## src/byte_alu_add_sub_binary_bcd_defines.svh

```systemverilog
`ifndef BYTE_ALU_ADD_SUB_BINARY_BCD_DEFINES_SVH
`define BYTE_ALU_ADD_SUB_BINARY_BCD_DEFINES_SVH

// Same-cycle implication, checked on every rising edge outside reset.
`define BAAB_ASSERT_IMPLY(lbl, clk, rst_n, ante, cons, msg) \
    lbl: assert property (@(posedge clk) disable iff (!rst_n) (ante) |-> (cons)) else $error(msg);

// Next-cycle implication, checked on every rising edge outside reset.
`define BAAB_ASSERT_NEXT(lbl, clk, rst_n, ante, cons, msg) \
    lbl: assert property (@(posedge clk) disable iff (!rst_n) (ante) |=> (cons)) else $error(msg);

`endif

```

## src/baab_pkg.sv

```systemverilog
package baab_pkg;

    typedef enum logic [1:0] {
        CMD_BIN_ADD = 2'd0,
        CMD_BIN_SUB = 2'd1,
        CMD_DEC_ADD = 2'd2,
        CMD_DEC_SUB = 2'd3
    } t_cmd;

    typedef struct packed {
        logic [7:0] result_byte;
        logic       carry_out;
        logic       negative;
        logic       zero;
        logic       overflow;
        logic       flags_written;
    } t_alu_res;

    localparam logic [4:0] DEC_DIGIT_MAX = 5'd9;
    localparam logic [4:0] DEC_BASE      = 5'd10;
    localparam logic [7:0] DSUB_LO_FIX   = 8'h06;
    localparam logic [7:0] DSUB_HI_FIX   = 8'h60;

endpackage

```

## src/byte_alu_add_sub_binary_bcd.sv

```systemverilog
// Byte add/subtract-with-carry unit with binary and decimal modes. A word is
// taken on every rising edge at which start is high; busy stays low, so a new
// word may be issued every cycle. Each taken word passes one input register
// and then one result register on its way to the outputs, and its result is
// shown for exactly one cycle with o_result_valid high. The receiver cannot
// stall the unit and must capture every result in the cycle it is shown.
// In the decimal modes o_flags_written is low and the N, Z and V outputs are
// zero, meaning the caller keeps its previous flags.
`include "byte_alu_add_sub_binary_bcd_defines.svh"

module byte_alu_add_sub_binary_bcd (
    input  logic       i_clk,
    input  logic       i_rst_n,
    input  logic       start,
    output logic       busy,
    input  logic [1:0] i_cmd,
    input  logic [7:0] i_operand_a,
    input  logic [7:0] i_operand_b,
    input  logic       i_carry_in,
    output logic       o_result_valid,
    output logic [7:0] o_result_byte,
    output logic       o_carry_out,
    output logic       o_negative,
    output logic       o_zero,
    output logic       o_overflow,
    output logic       o_flags_written
);
    import baab_pkg::*;

    logic       r_in_vld;
    logic       n_in_vld;
    t_cmd       r_cmd;
    logic [7:0] r_a;
    logic [7:0] r_b;
    logic       r_c;
    logic       r_out_vld;
    t_alu_res   r_res;
    t_alu_res   w_res;

    assign busy     = 1'b0;
    assign n_in_vld = start && !busy;

    always_ff @(posedge i_clk) begin
        if (!i_rst_n) begin
            r_in_vld  <= 1'b0;
            r_out_vld <= 1'b0;
        end else begin
            r_in_vld  <= n_in_vld;
            r_out_vld <= r_in_vld;
        end
    end

    always_ff @(posedge i_clk) begin
        if (n_in_vld) begin
            r_cmd <= t_cmd'(i_cmd);
            r_a   <= i_operand_a;
            r_b   <= i_operand_b;
            r_c   <= i_carry_in;
        end
        if (r_in_vld) begin
            r_res <= w_res;
        end
    end

    baab_core u_core (
        .i_cmd       (r_cmd),
        .i_operand_a (r_a),
        .i_operand_b (r_b),
        .i_carry_in  (r_c),
        .o_res       (w_res)
    );

    assign o_result_valid  = r_out_vld;
    assign o_result_byte   = r_res.result_byte;
    assign o_carry_out     = r_res.carry_out;
    assign o_negative      = r_res.negative;
    assign o_zero          = r_res.zero;
    assign o_overflow      = r_res.overflow;
    assign o_flags_written = r_res.flags_written;

    `BAAB_ASSERT_NEXT(a_stage_adv, i_clk, i_rst_n, r_in_vld, o_result_valid, "accepted word lost between stages")
    `BAAB_ASSERT_IMPLY(a_res_origin, i_clk, i_rst_n, o_result_valid, $past(start, 2), "result without an accepted word")
    `BAAB_ASSERT_IMPLY(a_dec_flags, i_clk, i_rst_n, o_result_valid && !o_flags_written, !o_negative && !o_zero && !o_overflow, "decimal result carries flags")
    `BAAB_ASSERT_IMPLY(a_zero_flag, i_clk, i_rst_n, o_result_valid && o_flags_written, o_zero == (o_result_byte == 8'h00), "zero flag disagrees with result")

endmodule

```

## src/baab_core.sv

```systemverilog
module baab_core (
    input  baab_pkg::t_cmd     i_cmd,
    input  logic [7:0]         i_operand_a,
    input  logic [7:0]         i_operand_b,
    input  logic               i_carry_in,
    output baab_pkg::t_alu_res o_res
);
    import baab_pkg::*;

    logic [7:0] w_b_op;
    logic [8:0] w_bsum;
    logic       w_bin_v;

    logic [4:0] w_lo_sum;
    logic       w_lo_cy;
    logic [4:0] w_lo_adj;
    logic [4:0] w_hi_sum;
    logic       w_hi_cy;
    logic [4:0] w_hi_adj;
    logic [7:0] w_dadd;

    logic [7:0] w_ds1;
    logic [7:0] w_ds2;
    logic [7:0] w_ds3;
    logic [7:0] w_ds4;

    // Binary subtract is an add of the inverted operand with carry as not-borrow.
    assign w_b_op  = (i_cmd == CMD_BIN_SUB) ? ~i_operand_b : i_operand_b;
    assign w_bsum  = {1'b0, i_operand_a} + {1'b0, w_b_op} + {8'b0, i_carry_in};
    assign w_bin_v = (i_operand_a[7] == w_b_op[7]) && (w_bsum[7] != i_operand_a[7]);

    assign w_lo_sum = {4'b0, i_carry_in} + {1'b0, i_operand_a[3:0]} + {1'b0, i_operand_b[3:0]};
    assign w_lo_cy  = w_lo_sum > DEC_DIGIT_MAX;
    assign w_lo_adj = w_lo_cy ? (w_lo_sum - DEC_BASE) : w_lo_sum;
    assign w_hi_sum = {4'b0, w_lo_cy} + {1'b0, i_operand_a[7:4]} + {1'b0, i_operand_b[7:4]};
    assign w_hi_cy  = w_hi_sum > DEC_DIGIT_MAX;
    assign w_hi_adj = w_hi_cy ? (w_hi_sum - DEC_BASE) : w_hi_sum;
    assign w_dadd   = {3'b0, w_lo_adj} + {w_hi_adj[3:0], 4'b0};

    assign w_ds1 = i_operand_a + ~{4'b0, i_operand_b[3:0]} + {7'b0, i_carry_in};
    assign w_ds2 = (w_ds1[3:0] > i_operand_a[3:0]) ? (w_ds1 - DSUB_LO_FIX) : w_ds1;
    assign w_ds3 = w_ds2 - {i_operand_b[7:4], 4'b0};
    assign w_ds4 = (w_ds3[7:4] > i_operand_a[7:4]) ? (w_ds3 - DSUB_HI_FIX) : w_ds3;

    always_comb begin
        o_res = '0;
        unique case (i_cmd)
            CMD_BIN_ADD, CMD_BIN_SUB: begin
                o_res.result_byte   = w_bsum[7:0];
                o_res.carry_out     = w_bsum[8];
                o_res.negative      = w_bsum[7];
                o_res.zero          = (w_bsum[7:0] == 8'h00);
                o_res.overflow      = w_bin_v;
                o_res.flags_written = 1'b1;
            end
            CMD_DEC_ADD: begin
                o_res.result_byte = w_dadd;
                o_res.carry_out   = w_hi_cy;
            end
            CMD_DEC_SUB: begin
                o_res.result_byte = w_ds4;
                o_res.carry_out   = !(w_ds4 > i_operand_a);
            end
            default: begin
                o_res = '0;
            end
        endcase
    end

endmodule
```

## config.mk

```make
export PLATFORM = sky130hd
export DESIGN_NAME = byte_alu_add_sub_binary_bcd
export DESIGN_NICKNAME = d
export VERILOG_FILES = /design/src/baab_pkg.sv /design/src/byte_alu_add_sub_binary_bcd.sv /design/src/baab_core.sv
export VERILOG_INCLUDE_DIRS = /design/src /design/src/src
export SDC_FILE = /design/constraint.sdc
export NUM_CORES = 1
export LEC_CHECK = 0
export ABC_CLOCK_PERIOD_IN_PS = 8600
export CAP_MARGIN = 20
export CORE_MARGIN = 2
export CORE_UTILIZATION = 65
export DETAILED_ROUTE_END_ITERATION = 12
export DONT_BUFFER_PORTS = 1
export GPL_ROUTABILITY_DRIVEN = 0
export PLACE_DENSITY = 0.84
export SYNTH_ARGS = -nofsm -noshare
export SYNTH_HDL_FRONTEND = slang
export SYNTH_HIERARCHICAL = 1
export SYNTH_SLANG_ARGS = --single-unit
```

## constraint.sdc

```tcl
create_clock -name i_clk -period 8.6 [get_ports i_clk]
set_input_delay 1.72 -clock i_clk [delete_from_list [all_inputs] [get_ports i_clk]]
set_output_delay 1.72 -clock i_clk [all_outputs]
set_load 0.02 [all_outputs]
```

## Word-level counts from Yosys, hierarchy flattened

Index checks and enable logic that the tools add are counted.

- Register bits: 34
- Input bits: 22
- Output and inout bits: 15
- Logic and storage cells: 50

- $add $sub $neg: 14
- Order comparisons: 5
- Equal/unequal tests: 5
- Multiplexer cells: 7
- Bitwise gates (word level): 2
- Reductions and logical operators: 5

Operators with widths:

| cell | count |
|---|---|
| $pmux 9 s3 | 1 |
| $mux 8 | 3 |
| $add 1x4->5 | 2 |
| $add 5x4->5 | 2 |
| $gt 5x4->1 const B | 2 |
| $add 8x8->9 | 1 |
| $add 9x1->9 | 1 |
| $add 5x8->8 | 1 |
| $add 8x1->8 | 1 |
| $add 8x8->8 | 1 |
| $gt 4x4->1 | 2 |
| $gt 8x8->1 | 1 |
| $logic_not 8->1 | 1 |
| $not 4->8 | 1 |
| $not 8->8 | 1 |
| $sub 8x3->8 const B | 1 |
| $sub 8x7->8 const B | 1 |
| $sub 8x8->8 | 1 |
| $mux 5 | 1 |
| $sub 5x4->5 const B | 1 |
| $eq 2x2->1 const B | 2 |
| $mux 4 | 1 |
| $sub 4x4->4 const B | 1 |
| $eq 2x1->1 const B | 1 |
| 7 further kinds | 7 |

## Longest topological paths before layout

- Depth in word-level cells: 11
- Gate-level depth with buffers: 33
- Depth with buffers taken out: 32

## By module

Netlist, hierarchy kept.

By module, submodules not included:

| module | instances | cells an instance | area each (um2) | sequential area each (um2) |
|---|---|---|---|---|
| baab_core | 1 | 265 | 2055.7 | 0.0 |
| byte_alu_add_sub_binary_bcd | 1 | 38 | 1024.7 | 1001.0 |

## Worst setup path before layout

No wires, ideal clock.

- Path kind: register -> register
- Start point: reg r_a[0]
- End point: reg r_res (netlist bit o_carry_out) (data pin)
- Library setup time: 0.149 ns
- Arrival: 5.951 ns
- Required time: 8.451 ns
- Setup slack: 2.501 ns
- Stages on the path, launching flop included: 31
- Path buffers: 0
- Period minus slack after synthesis: 6.099 ns
- Path through: edfxtp_1 > inv_1 > fa_1 > nand2b_1 > a21oi_1 > xnor2_1 > inv_1 > ha_1 > and4b_1 > a211oi_1 > a41oi_1 > nand3_1 > o22a_1 > nor2_1 > xnor2_1 > ha_1 > a21oi_1 > o21ai_1 > xnor2_1 > xnor2_1 > xnor2_1 > ha_1 > and4_1 > a21oi_1 > mux2_2 > ha_1 > a21o_1 > a21oi_1 > nand3b_1 > a31oi_1 > a2bb2oi_1

RTL lines:

| item | RTL line | text |
|---|---|---|
| start: declaration | byte_alu_add_sub_binary_bcd.sv:33 | `logic [7:0] r_a;` |
| start signal: assignment | byte_alu_add_sub_binary_bcd.sv:56 | `r_a <= i_operand_a;` |
| end signal: assignment | byte_alu_add_sub_binary_bcd.sv:61 | `r_res <= w_res;` |
| end: declaration | byte_alu_add_sub_binary_bcd.sv:37 | `t_alu_res r_res;` |

==> results.json <==
{
  "timing.max_cap.violations": 0,
  "vias": 2147,
  "die_h_um": 72.84,
  "cts_tree": "yes",
  "core_area_um2": 4661,
  "htreeDepth": 2,
  "cts_hold_buf": 0,
  "n_fill_cell": 320,
  "synth_top_cell_by_area": "edfxtp_1",
  "crit_type": "reg2reg",
  "route.detailed.drc": 0,
  "rsz0062_at_grt": "false",
  "stdcell_area_um2": 3258,
  "final_antenna_net_count": 0,
  "cts.clk_slew.worst_paths_ps": 80,
  "antenna_found_initial": 0,
  "drive_above_1_share": 0.05902,
  "die_area_um2": 5306,
  "fin_setup_tns_ps": 0,
  "n_antenna_cell": 0,
  "detail_route.wl_per_cell_um": 16.36,
  "overflow": 0,
  "syn_nets": 376,
  "period_minus_slack_ps": 6918,
  "synth_xor_area_frac": 0.1105,
  "synth_edf_count": 32,
  "numClockSinks": 34,
  "setup_viol": 0,
  "muxShareOfSynthArea": 0.03046,
  "fin_crit_sh": 0.8044,
  "post-synth-top-area-fraction": 0.3119,
  "synth_area_leaders": "edfxtp_1, ha_1, xnor2_1, fa_1, inv_1",
  "hpwlAfterDp_um": 4621,
  "cellPowerDensity_nw_per_um2": 298.9,
  "critPathTopFamily": "compound AO/OA/AOI/OAI gates",
  "finalClockSkew_ps": 6.433,
  "dp_cells": 351,
  "start_kind": "flop",
  "ir_drop_mv": 0.1738,
  "hold_class": "reg2reg",
  "slew_viol_final": 0,
  "postPlaceCellArea_um2": 3120,
  "ys_seq_area_frac": 0.3249,
  "cts_buffers": 5,
  "synth_area_per_cell_um2": 10.17,
  "port_buffers": 0,
  "final_cell_mix": "ha_1, inv_1, xnor2_1",
  "floorplan.initialDensity": 0.6609,
  "timing.hold.ws_ps": 687.5,
  "maxSlewHeadroom": 0.6598,
  "synth.distinct_cells": 54,
  "max-clock-path-buffers": 2,
  "synth_top_family_by_area": "adder cells",
  "area_growth_pct": 5.768,
  "crit_arrival_ps": 7060,
  "crit_buf_inv": 2,
  "synth_fa_ha_area_frac": 0.2291,
  "tightest_slew_ps": 503.7,
  "post-cts-setup-buffers": 0,
  "leakage_nw": 1.373,
  "grt_pass1_vias": 2157,
  "synth-compound-area-share": 0.1397,
  "drt-initial-drc-count": 165,
  "end_kind": "flop",
  "drt-vias-per-instance": 5.981,
  "path_common_cell": "xnor2_1",
  "hold_viol_final": 0,
  "clk-insertion-delay-late_ps": 300,
  "grt_pass1_wl_um": 9811,
  "outcome": "complete, no violations",
  "async_flop_share": 0,
  "fmax_mhz": 144.5,
  "crit_required_ps": 8740,
  "boundaryPins": 37,
  "firstDrtPassIters": 4,
  "crit_slowest_cell": "fa_1",
  "ys_ff_latch": 34,
  "fp-row-count": 25,
  "fin_util": 0.6991,
  "synth-simple-area-share": 0.1125,
  "netlist_area_um2": 3080,
  "cts_resized": 0,
  "yosys_most_used_dff": "edfxtp_1",
  "grt_usage": 0.2427,
  "routed_wl_um": 5875,
  "yosysWarnings": 6,
  "stdcell_count": 359,
  "cts-root-buf": "clkbuf_8",
  "final_common_cell": "ha_1",
  "grt_max_degree": 21,
  "nets": 377,
  "die_x_um": 72.84,
  "synthCells": 303,
  "cp_max_fo": 5,
  "cp_slowest_stage_delay_ps": 450
}
-- final cells by class --
class                           count  area (um^2)  area share
Clock inverter                      3        68.82     0.02112
Tap cell                           54        67.56     0.02074
Inverter                           35        131.4     0.04032
Clock buffer                        5        68.82     0.02112
Sequential cell                    34         1001      0.3072
Multi-Input combinational cell    228         1921      0.5895
-- synth_stat cells, types with 2 or more instances --
| cell type | instances |
|---|---|
| ha_1 | 42 |
| o21ai_1 | 8 |
| edfxtp_1 | 32 |
| o21bai_1 | 4 |
| o211ai_1 | 2 |
| nand4b_1 | 2 |
| nand2_1 | 13 |
| mux2i_1 | 6 |
| fa_1 | 9 |
| a31oi_1 | 2 |
| a21oi_1 | 18 |
| xnor2_1 | 34 |
| and2_1 | 4 |
| nor4_1 | 3 |
| mux2_2 | 3 |
| nor3_1 | 2 |
| nor2_1 | 18 |
| o21ai_0 | 6 |
| nor2b_1 | 6 |
| dfxtp_1 | 2 |
| o21a_1 | 2 |
| a211oi_1 | 2 |
| xor2_1 | 3 |
| inv_1 | 34 |
| clkbuf_1 | 4 |
| nand3_1 | 8 |
| nand2b_1 | 3 |
| a21o_1 | 5 |
-- kinds of logic (layout without fill, tap and decap cells) --
group | count (synthesis) | in the layout
other | 1 | 1
multiplexers | 9 | 9
AO/OA/AOI/OAI | 63 | 63
XOR/XNOR | 38 | 38
buffers and inverters | 41 | 43
AND/OR/NAND/NOR | 66 | 66
adder cells (fa/ha/maj) | 51 | 51
flip-flops | 34 | 34
-- path summary, 6_finish.rpt --
kind                                     startpoint                    end  slack [ps]  depth (start not counted)
worst max register to register     r_a[0]$_DFFE_PP_  o_carry_out$_DFFE_PP_        1680                         30
worst min register to register  r_in_vld$_SDFF_PN0_       o_zero$_DFFE_PP_         690                          0
worst min-delay path            r_in_vld$_SDFF_PN0_       o_zero$_DFFE_PP_         690                          0
worst max-delay path               r_a[0]$_DFFE_PP_  o_carry_out$_DFFE_PP_        1680                         30
-- routing by layer --
metal  track usage  up-vias  share of wire
li1              -     1066              -
met1        0.3095     1006           0.45
met2        0.4061       65           0.49
met3       0.04696       10          0.040
met4       0.09671        0          0.019
met5             0        -              0
-- per-stage QoR --
stage | setup slack, ps | power (W)
floorplan | 2501 | 0.0006752
global placement | 2159 | 0.0007596
detailed placement | 1820 | 0.0007810
CTS | 1729 | 0.0009694
global route | 1090 | 0.001049
finish | 1682 | 0.0009738
-- state kept, by name, indices dropped and copies added, names as in the netlist --
name / count
o_carry_out: 1
o_flags_written: 1
o_negative: 1
o_overflow: 1
o_result_byte: 8
o_result_valid: 1
o_zero: 1
r_a: 8
r_b: 8
r_c: 1
r_cmd: 2
r_in_vld: 1
-- power breakdown --
part	leakage [nW]	switching (W)	internal, W
Combinational	0.984	0.000304	0.000252
Sequential	0.321	0.0000289	0.000210
Clock	0.0683	0.0000633	0.000116
Power figures use the tool's default switching activity.
